===== src/edsm_pkg.sv =====
// ----------------------------------------------------------------------------
// edsm_pkg
// Types and constants shared by the encoder delta speed meter and its divider.
// ----------------------------------------------------------------------------
package edsm_pkg;

  localparam int unsigned QUOT_W    = 32;
  localparam int unsigned NUM_W     = 41;
  localparam int unsigned DEN_W     = 48;
  localparam int unsigned CFG_W     = 16;
  localparam int unsigned CFG_IDX_W = 2;

  localparam logic [9:0] SPEED_SCALE = 10'd1000;

  localparam logic [31:0] SPEED_MAX = 32'h7FFF_FFFF;
  localparam logic [31:0] SPEED_MIN = 32'h8000_0000;

  localparam logic [CFG_IDX_W-1:0] CFG_WIDE_COUNTER = 2'd0;
  localparam logic [CFG_IDX_W-1:0] CFG_REVERSE_DIR  = 2'd1;
  localparam logic [CFG_IDX_W-1:0] CFG_PULSES_REV   = 2'd2;

  localparam logic OP_MEASURE = 1'b0;
  localparam logic OP_RESTART = 1'b1;

  typedef enum logic [5:0] {
    S_IDLE  = 6'b000001,
    S_PREP  = 6'b000010,
    S_MUL   = 6'b000100,
    S_START = 6'b001000,
    S_DIV   = 6'b010000,
    S_OUT   = 6'b100000
  } state_e;

endpackage


===== src/edsm_div.sv =====
// ----------------------------------------------------------------------------
// edsm_div
// Restoring divider, one quotient bit per cycle: (num << FRAC) / den, with an
// overflow flag when the quotient does not fit in 32 bits.
// ----------------------------------------------------------------------------
module edsm_div
  import edsm_pkg::*;
#(
  parameter int unsigned SPEED_FRAC_BITS = 16
) (
  input  logic              clk_i,
  input  logic              rst_ni,
  input  logic              start_i,
  input  logic [NUM_W-1:0]  num_i,
  input  logic [DEN_W-1:0]  den_i,
  output logic              done_o,
  output logic              ovf_o,
  output logic [QUOT_W-1:0] quot_o
);

  localparam int unsigned NW    = NUM_W + SPEED_FRAC_BITS;
  localparam int unsigned HW    = NW - QUOT_W;
  localparam int unsigned CNT_W = $clog2(QUOT_W);
  localparam logic [CNT_W-1:0] CNT_LAST = CNT_W'(QUOT_W - 1);

  logic [NW-1:0]     n_full;
  logic [HW-1:0]     n_hi;
  logic [DEN_W:0]    trial;
  logic              ge;
  logic [DEN_W-1:0]  rem_d, rem_q;
  logic [DEN_W-1:0]  den_q;
  logic [QUOT_W-1:0] low_d, low_q;
  logic [CNT_W-1:0]  cnt_q;
  logic              busy_q;
  logic              done_q;
  logic              ovf_q;

  assign n_full = {num_i, {SPEED_FRAC_BITS{1'b0}}};
  assign n_hi   = n_full[NW-1:QUOT_W];

  assign trial = {rem_q, low_q[QUOT_W-1]};
  assign ge    = trial >= {1'b0, den_q};
  always_comb begin
    rem_d = trial[DEN_W-1:0];
    if (ge) begin
      rem_d = DEN_W'(trial - {1'b0, den_q});
    end
    low_d = {low_q[QUOT_W-2:0], ge};
  end

  always_ff @(posedge clk_i or negedge rst_ni) begin
    if (!rst_ni) begin
      busy_q <= 1'b0;
      done_q <= 1'b0;
      cnt_q  <= '0;
    end else begin
      done_q <= !start_i && busy_q && (cnt_q == CNT_LAST);
      if (start_i) begin
        busy_q <= 1'b1;
        cnt_q  <= '0;
      end else if (busy_q) begin
        cnt_q <= cnt_q + CNT_W'(1);
        if (cnt_q == CNT_LAST) begin
          busy_q <= 1'b0;
        end
      end
    end
  end

  always_ff @(posedge clk_i) begin
    if (start_i) begin
      rem_q <= DEN_W'(n_hi);
      low_q <= n_full[QUOT_W-1:0];
      den_q <= den_i;
      ovf_q <= DEN_W'(n_hi) >= den_i;
    end else if (busy_q) begin
      rem_q <= rem_d;
      low_q <= low_d;
    end
  end

  assign done_o = done_q;
  assign ovf_o  = ovf_q;
  assign quot_o = low_q;

endmodule


===== src/encoder_delta_speed_meter.sv =====
// ----------------------------------------------------------------------------
// encoder_delta_speed_meter
// Speed from successive encoder counter samples, signed fixed point rev/s.
// ----------------------------------------------------------------------------
// Input beats (valid/ready) carry an opcode, a counter sample and a tick.
// With nonzero counts per revolution, a measure beat forms the wrap-aware
// count delta, updates the running total and, with nonzero elapsed ticks,
// divides delta*1000 by ticks times counts per revolution.
// A restart beat latches the sample and clears speed, delta and total.
// Each input beat yields exactly one output beat (valid/ready).
// With a division, a beat passes through prepare, multiply, divider start
// and the bit-serial divide, then the quotient is taken and the output
// register loaded; otherwise prepare leads straight to the output register.
// One item at a time; ready rises with the edge that loads the output register.
// A stalled receiver holds the result in the output register and the next
// item waits in the final state until the register frees.
// Reset clears configuration, measurement state and both handshakes.
// Configuration is a plain write port (enable, index, data), to be written
// idle by the user; the block itself does not enforce this.
// ----------------------------------------------------------------------------
module encoder_delta_speed_meter
  import edsm_pkg::*;
#(
  parameter int unsigned SPEED_FRAC_BITS = 16
) (
  input  logic                 clk_i,
  input  logic                 rst_ni,
  input  logic                 cfg_we_i,
  input  logic [CFG_IDX_W-1:0] cfg_idx_i,
  input  logic [CFG_W-1:0]     cfg_wdata_i,
  input  logic                 in_valid_i,
  output logic                 in_ready_o,
  input  logic                 opcode_i,
  input  logic [31:0]          counter_value_i,
  input  logic [31:0]          tick_now_i,
  output logic                 out_valid_o,
  input  logic                 out_ready_i,
  output logic signed [31:0]   speed_q16_o,
  output logic                 speed_saturated_o,
  output logic signed [31:0]   delta_out_o,
  output logic signed [31:0]   total_out_o
);

  state_e state_q, state_d;

  logic             wide_q, rev_q;
  logic [CFG_W-1:0] ppr_q;

  logic [31:0] prev_count_q, prev_tick_q, held_speed_q, held_delta_q, total_q;
  logic        op_q;
  logic [31:0] count_q, tick_q;

  logic              neg_q;
  logic [31:0]       mag_q, dt_q;
  logic [NUM_W-1:0]  num_d, num_q;
  logic [DEN_W-1:0]  den_d, den_q;
  logic [31:0]       res_speed_q;
  logic              res_sat_q;

  logic        out_valid_q;
  logic [31:0] speed_o_q, delta_o_q, total_o_q;
  logic        sat_o_q;

  logic [31:0] diff_w, delta_raw, delta_c, dt_c;
  logic [15:0] diff_n;

  logic              div_start, div_done, div_ovf;
  logic [QUOT_W-1:0] div_quot;
  logic [31:0]       fin_speed;
  logic              fin_sat;
  logic              out_free;

  assign in_ready_o = (state_q == S_IDLE);
  assign out_free   = !out_valid_q || out_ready_i;
  assign div_start  = (state_q == S_START);

  assign diff_w    = count_q - prev_count_q;
  assign diff_n    = diff_w[15:0];
  assign delta_raw = wide_q ? diff_w : {{16{diff_n[15]}}, diff_n};
  assign delta_c   = rev_q ? (32'd0 - delta_raw) : delta_raw;
  assign dt_c      = tick_q - prev_tick_q;

  assign num_d = NUM_W'(mag_q) * NUM_W'(SPEED_SCALE);
  assign den_d = DEN_W'(dt_q) * DEN_W'(ppr_q);

  edsm_div #(
    .SPEED_FRAC_BITS(SPEED_FRAC_BITS)
  ) u_div (
    .clk_i  (clk_i),
    .rst_ni (rst_ni),
    .start_i(div_start),
    .num_i  (num_q),
    .den_i  (den_q),
    .done_o (div_done),
    .ovf_o  (div_ovf),
    .quot_o (div_quot)
  );

  always_comb begin
    fin_sat   = 1'b0;
    fin_speed = div_quot;
    if (div_ovf) begin
      fin_sat   = 1'b1;
      fin_speed = neg_q ? SPEED_MIN : SPEED_MAX;
    end else if (neg_q) begin
      if (div_quot > SPEED_MIN) begin
        fin_sat   = 1'b1;
        fin_speed = SPEED_MIN;
      end else begin
        fin_speed = 32'd0 - div_quot;
      end
    end else if (div_quot[31]) begin
      fin_sat   = 1'b1;
      fin_speed = SPEED_MAX;
    end
  end

  always_comb begin
    state_d = state_q;
    case (state_q)
      S_IDLE: begin
        if (in_valid_i) begin
          state_d = S_PREP;
        end
      end
      S_PREP: begin
        if (op_q == OP_MEASURE && ppr_q != '0 && dt_c != '0) begin
          state_d = S_MUL;
        end else begin
          state_d = S_OUT;
        end
      end
      S_MUL:   state_d = S_START;
      S_START: state_d = S_DIV;
      S_DIV: begin
        if (div_done) begin
          state_d = S_OUT;
        end
      end
      S_OUT: begin
        if (out_free) begin
          state_d = S_IDLE;
        end
      end
      default: state_d = S_IDLE;
    endcase
  end

  always_ff @(posedge clk_i or negedge rst_ni) begin
    if (!rst_ni) begin
      state_q      <= S_IDLE;
      wide_q       <= 1'b0;
      rev_q        <= 1'b0;
      ppr_q        <= '0;
      prev_count_q <= '0;
      prev_tick_q  <= '0;
      held_speed_q <= '0;
      held_delta_q <= '0;
      total_q      <= '0;
      out_valid_q  <= 1'b0;
    end else begin
      state_q <= state_d;
      if (cfg_we_i) begin
        case (cfg_idx_i)
          CFG_WIDE_COUNTER: wide_q <= cfg_wdata_i[0];
          CFG_REVERSE_DIR:  rev_q  <= cfg_wdata_i[0];
          CFG_PULSES_REV:   ppr_q  <= cfg_wdata_i;
          default:          ;
        endcase
      end
      if (state_q == S_PREP) begin
        if (op_q == OP_RESTART) begin
          prev_count_q <= count_q;
          prev_tick_q  <= tick_q;
          held_speed_q <= '0;
          held_delta_q <= '0;
          total_q      <= '0;
        end else if (ppr_q != '0) begin
          prev_count_q <= count_q;
          prev_tick_q  <= tick_q;
          held_delta_q <= delta_c;
          total_q      <= total_q + delta_c;
        end
      end
      if (state_q == S_DIV && div_done) begin
        held_speed_q <= fin_speed;
      end
      if (state_q == S_OUT && out_free) begin
        out_valid_q <= 1'b1;
      end else if (out_ready_i) begin
        out_valid_q <= 1'b0;
      end
    end
  end

  always_ff @(posedge clk_i) begin
    if (state_q == S_IDLE && in_valid_i) begin
      op_q    <= opcode_i;
      count_q <= counter_value_i;
      tick_q  <= tick_now_i;
    end
    if (state_q == S_PREP) begin
      neg_q     <= delta_c[31];
      mag_q     <= delta_c[31] ? (32'd0 - delta_c) : delta_c;
      dt_q      <= dt_c;
      res_sat_q <= 1'b0;
      if (op_q == OP_RESTART || ppr_q == '0) begin
        res_speed_q <= '0;
      end else begin
        res_speed_q <= held_speed_q;
      end
    end
    if (state_q == S_MUL) begin
      num_q <= num_d;
      den_q <= den_d;
    end
    if (state_q == S_DIV && div_done) begin
      res_speed_q <= fin_speed;
      res_sat_q   <= fin_sat;
    end
    if (state_q == S_OUT && out_free) begin
      speed_o_q <= res_speed_q;
      sat_o_q   <= res_sat_q;
      delta_o_q <= held_delta_q;
      total_o_q <= total_q;
    end
  end

  assign out_valid_o       = out_valid_q;
  assign speed_q16_o       = signed'(speed_o_q);
  assign speed_saturated_o = sat_o_q;
  assign delta_out_o       = signed'(delta_o_q);
  assign total_out_o       = signed'(total_o_q);

endmodule

===== config.mk =====
export PLATFORM = sky130hd
export DESIGN_NAME = encoder_delta_speed_meter
export DESIGN_NICKNAME = d
export VERILOG_FILES = /design/src/edsm_pkg.sv /design/src/edsm_div.sv /design/src/encoder_delta_speed_meter.sv
export SDC_FILE = /design/constraint.sdc
export NUM_CORES = 2
export LEC_CHECK = 0
export BUFFER_PORTS_ARGS = -buffer_cell sky130_fd_sc_hd__buf_2
export CAP_MARGIN = 15
export CORE_MARGIN = 1.5
export CORE_UTILIZATION = 60
export CTS_BUF_LIST = sky130_fd_sc_hd__clkbuf_4 sky130_fd_sc_hd__clkbuf_8
export DETAILED_ROUTE_END_ITERATION = 6
export GPL_ROUTABILITY_DRIVEN = 0
export PLACE_DENSITY = 0.81
export SETUP_SLACK_MARGIN = 0.3
export SLEW_MARGIN = 20
export SYNTH_ARGS = -nofsm -noshare
export SYNTH_HDL_FRONTEND = slang
export SYNTH_HIERARCHICAL = 1
export SYNTH_SLANG_ARGS = --single-unit

===== constraint.sdc =====
create_clock -name clk_i -period 8.2 [get_ports clk_i]
set_clock_uncertainty 0.1 [all_clocks]
set_input_delay 1.64 -clock clk_i [delete_from_list [all_inputs] [get_ports clk_i]]
set_output_delay 1.64 -clock clk_i [all_outputs]
set_load 0.005 [all_outputs]

; ---- After elaboration in Yosys (flattened, before gate mapping)
; Index checks and enable logic that the tools add are counted.
[classes]
add_sub_neg = 8
n_mul = 2
magnitude_cmp = 3
n_eq_ne = 12
mux = 45
n_bitwise = 1
reduce_logical = 26
[ops]
columns = op, count
row1 = $mux W32, 22
row2 = $sub A1 B32 Y32 const A, 3
row3 = $sub A32 B32 Y32, 2
row4 = $mux W31, 2
row5 = $mux W25, 2
row6 = $ge A49 B48 Y1, 1
row7 = $ge A25 B48 Y1, 1
row8 = $mul A32 B16 Y48, 1
row9 = $mux W48, 1
row10 = $sub A48 B48 Y48, 1
row11 = $mul A32 B7 Y38 const B, 1
row12 = $pmux W6 S6, 1
row13 = $add A32 B32 Y32, 1
row14 = $gt A32 B32 Y1 const B, 1
row15 = $reduce_bool A32 Y1, 1
row16 = $mux W6, 4
row17 = $logic_not A16 Y1, 1
row18 = $reduce_bool A16 Y1, 1
row19 = $mux W1, 11
row20 = $mux W5, 2
row21 = $reduce_and A2 Y1, 5
row22 = $reduce_bool A2 Y1, 5
row23 = $logic_and A1 B1 Y1, 7
row24 = $eq A6 B1 Y1 const B, 1
row25 = 16 further kinds, 19
[word_totals]
ff_bits = 667
input_bits = 88
elab_cells = 132

; ---- Logic depth before layout (Yosys ltp)
[logic_depth]
depth_word = 7
depth_mapped = 28
ltp_nobuf = 27

; ---- Cells and area by module
; Netlist, hierarchy kept.
[by_module_without_submodules]
columns = module, instances, cells_per_inst, area_per_inst_um2, seq_area_each_um2
row1 = encoder_delta_speed_meter, 1, 4489, 46353.2, 15020.7
row2 = edsm_div, 1, 940, 8978.6, 3658.5

; ---- Least setup slack after synthesis
; Ideal clock, no wire load.
[synth_timing]
path_kind = in2reg
startpoint = input port out_ready_i
endpoint = register delta_o_q[0] (netlist: delta_out_o[0]) (enable)
arrival_ps = 6374
required_time_ps = 7515
setup_slack_ps = 1142
stages = 2
cell_sequence = inv_1 -> a21oi_1
[synth_via]
elab_chain_len = 2
[synth_lines]
columns = element, line_no
row1 = from (decl), encoder_delta_speed_meter.sv:37  ; input logic out_ready_i,
row2 = $logic_or A1 B1 Y1, encoder_delta_speed_meter.sv:74  ; assign out_free = !out_valid_q || out_ready_i;
row3 = $logic_and A1 B1 Y1, encoder_delta_speed_meter.sv:221  ; if (state_q == S_OUT && out_free) begin
row4 = to (signal assigned), encoder_delta_speed_meter.sv:224  ; delta_o_q <= held_delta_q;
row5 = to (decl), encoder_delta_speed_meter.sv:61  ; logic [31:0] speed_o_q, delta_o_q, total_o_q;
; No other way between the ends.
; A chain may end at the register's enable or synchronous reset.

==> results.yml <==
run_status:
  status: "finished clean"
timing:
  tightest_slew_ns: 1.15
  fmax_mhz: 132
  min_period_ns: 7.59
  fin_setup_tns_ns: 0
  rsz0062_at_grt: "false"
  setup_viol: 0
  slew_viol_final: 0
  slew_headroom_pct: 23.1
  finalHoldViolCount: 0
  fin_ws_ns: 0.608
  fin_crit_sh_pct: 92.6
setup_path:
  r2r_start: "ppr_q[3]"
  rrSetupSlack_ns: 0.61
  cpPeakStageDelay_ns: 0.97
  rr_worst_depth: 24
  worstPathArrival_ns: 8.01
  crit_required_ns: 8.62
  worstSetupPathType: "register to register"
  cp-start-kind: "register"
  r2r-end: "den_q[46]"
  path_max_fanout: 22
  cp_num_buf_inv: 3
  path_cells: "nand2_1 -> fa_1 -> fa_1 -> fa_1 -> inv_1 -> fa_1 -> fa_1 -> inv_1 -> fa_1 -> inv_1 -> ha_1 -> a21o_1 -> a21o_1 -> a21o_1 -> and2_1 -> nor2_1 -> o21ai_0 -> a21oi_1 -> o21ai_0 -> a311oi_1 -> o21bai_1 -> a21oi_1 -> o21ai_0 -> xor2_1"
  crit_path_top_delay_cell: "dfrtp_1"
  crit_path_frequent_cell: "fa_1"
  critPathTopFamily: "adder cells"
  cp-end-kind: "register"
synth:
  synth_top_area_share_pct: 23.7
  yosysMostFrequentCell: "inv_1"
  yosys-top-cells-count: "783 x inv_1, 608 x nand2_1, 540 x fa_1"
  async_flop_share_pct: 28.8
  ys_warn_count: 6
  ys_ff_latch: 667
  yosysUniqueCellTypes: 109
  synthTopCellsByArea: "edfxtp_1 24%, fa_1 20%, dfrtp_1 8.6%"
  synth_flop_cell: "edfxtp_1"
  yosysTopAreaCell: "edfxtp_1"
  syn_area_um2: 55300
  syn_inst: 5429
  synth-edff-count: 436
  syn_area_per_cell_um2: 10.2
  ys_seq_area_share_pct: 33.8
floorplan:
  fp-row-count: 111
  coreArea_um2: 91500
  fp.dieArea_um2: 94000
  pin_count: 187
  dieHeight_um: 307
  die-width_um: 307
  start_util_pct: 60.5
clocking:
  htreeDepth: 3
  clock_sinks: 667
  cts_tree: "built"
  clk_latency_ns: 0.80
  cts_buffer_depth: 3
  path_clk_slew_ns: 0.06
  cts-root-buf: "clkbuf_8"
  cts_buffers: 107
  cts_setup_buffers: 0
global_route:
  grt_util_all_layers_pct: 27.0
  grt_use_met3_pct: 6.42
  gr-max-usage-layer: "met2"
  use_met1_pct: 35.2
  grt_first_pass_wirelength_um: 204000
  grt_use_met2_pct: 44.0
  grt_overflow: 0
  antenna_found_initial: 6
  grt_pass1_vias: 40386
  grt_max_degree: 78
placed_design:
  place_inst: 6656
  io_buffers: 186
  place_area_um2: 57500
  place_ws_ns: 0.675
  dp_hpwl_um: 96100
job:
  drv_cap: 0
final_layout:
  fin_cells: 6859
  syn_to_final_growth_pct: 8.13
  fin_nets: 6579
  drive_above_1_share_pct: 10.9
  design_area_um2: 59800
drt:
  ant_nets: 0
  vias: 40026
  dr.pass1.iters: 6
  route.detailed.drc: 0
  vias_per_cell: 5.84
  drt-total-wl_um: 126000
  routedWlPerCell_um: 18.4
  first_iter_violations: 3195
worst_hold_path:
  min_from: "res_speed_q[18]"
  whs_path_depth: 0
  min_to: "speed_q16_o[18]"
  hold_class: "register to register"
## stage by stage
stage	utilization [%]	hold WS, ns
floorplan	-	0.300
global placement	62.8	0.301
detailed placement	62.8	0.305
CTS	65.4	0.319
global route	65.4	0.325
finish	65.4	0.318
## registers in the layout, summed over array words and instances, names as in the netlist, 5 cells and up
| name | count |
|---|---|
| tick_q | 32 |
| prev_tick_q | 32 |
| den_q | 48 |
| u_div/den_q | 48 |
| mag_q | 32 |
| num_q | 38 |
| total_out_o | 32 |
| speed_q16_o | 32 |
| dt_q | 32 |
| ppr_q | 16 |
| res_speed_q | 32 |
| prev_count_q | 32 |
| u_div/quot_o | 32 |
| u_div/rem_q | 48 |
| held_speed_q | 32 |
| delta_out_o | 32 |
| held_delta_q | 32 |
| count_q | 32 |
| u_div/cnt_q | 5 |
| total_q | 32 |
| state_q | 6 |
## layout by cell type (no fill, tap or decap), drive strengths merged, types with 34 or more instances in the layout
master	instances
inv	789
nand2	610
fa	540
edfxtp	436
ha	372
a21oi	288
buf	249
o21ai	236
and2	231
nor2	219
dfrtp	191
xnor2	159
clkbuf	158
a21o	134
mux2	103
xor2	84
nand3	64
nor3	50
or3	42
nand4	41
a211oi	40
dfxtp	39
nor2b	37
nand2b	36
mux2i	34
## how the worst max path moves through the flow
stage / slack, ns / to / cells past startpoint / from
after CTS: 0.63 / den_q[46] / 24 / ppr_q[11]
after global placement: 0.79 / den_q[46] / 24 / ppr_q[11]
after global routing: 0.31 / den_q[46] / 24 / ppr_q[10]
final: 0.61 / den_q[46] / 24 / ppr_q[3]
after floorplan: 1.14 / delta_out_o[0] / 2 / out_ready_i
after detailed placement: 0.68 / den_q[46] / 24 / ppr_q[11]
## layout make-up
class,instances,area (um2)
Multi-Input combinational cell,3768,32900
Fill cell,6845,31700
Sequential cell,667,18700
Inverter,785,2950
Clock buffer,157,1910
Tap cell,1186,1480
Timing Repair Buffer,250,1420
Clock inverter,43,452
Antenna cell,3,7.51
## metal layers
| metal | vias to the layer above | share of wire, % |
|---|---|---|
| met2 | 1624 | 47 |
| li1 | 18593 | - |
| met1 | 19509 | 41 |
| met3 | 294 | 8.7 |
| met4 | 6 | 3.6 |
| met5 | - | 0.060 |
## cell families (layout without fill, tap and decap cells)
family                   Yosys count  after routing  synth area share [%]
AND/OR/NAND/NOR                 1454           1454                  12.9
adder cells (fa/ha/maj)          912            912                  27.9
flip-flops                       667            667                  33.8
buffers and inverters            996           1235                  6.84
other                              1              6               0.00678
XOR/XNOR                         243            243                  3.86
AO/OA/AOI/OAI                   1019           1019                  12.0
multiplexers                     137            137                  2.71
## timing repair
item | in CTS | in global routing
resized for setup | 0 | 3
endpoints found under the setup margin | 0 | 3
hold buffers | 0 | 0
Power is left out: the tool's default activity adds up to more than one toggle a clock period on the data nets, which glitch-free logic cannot reach.
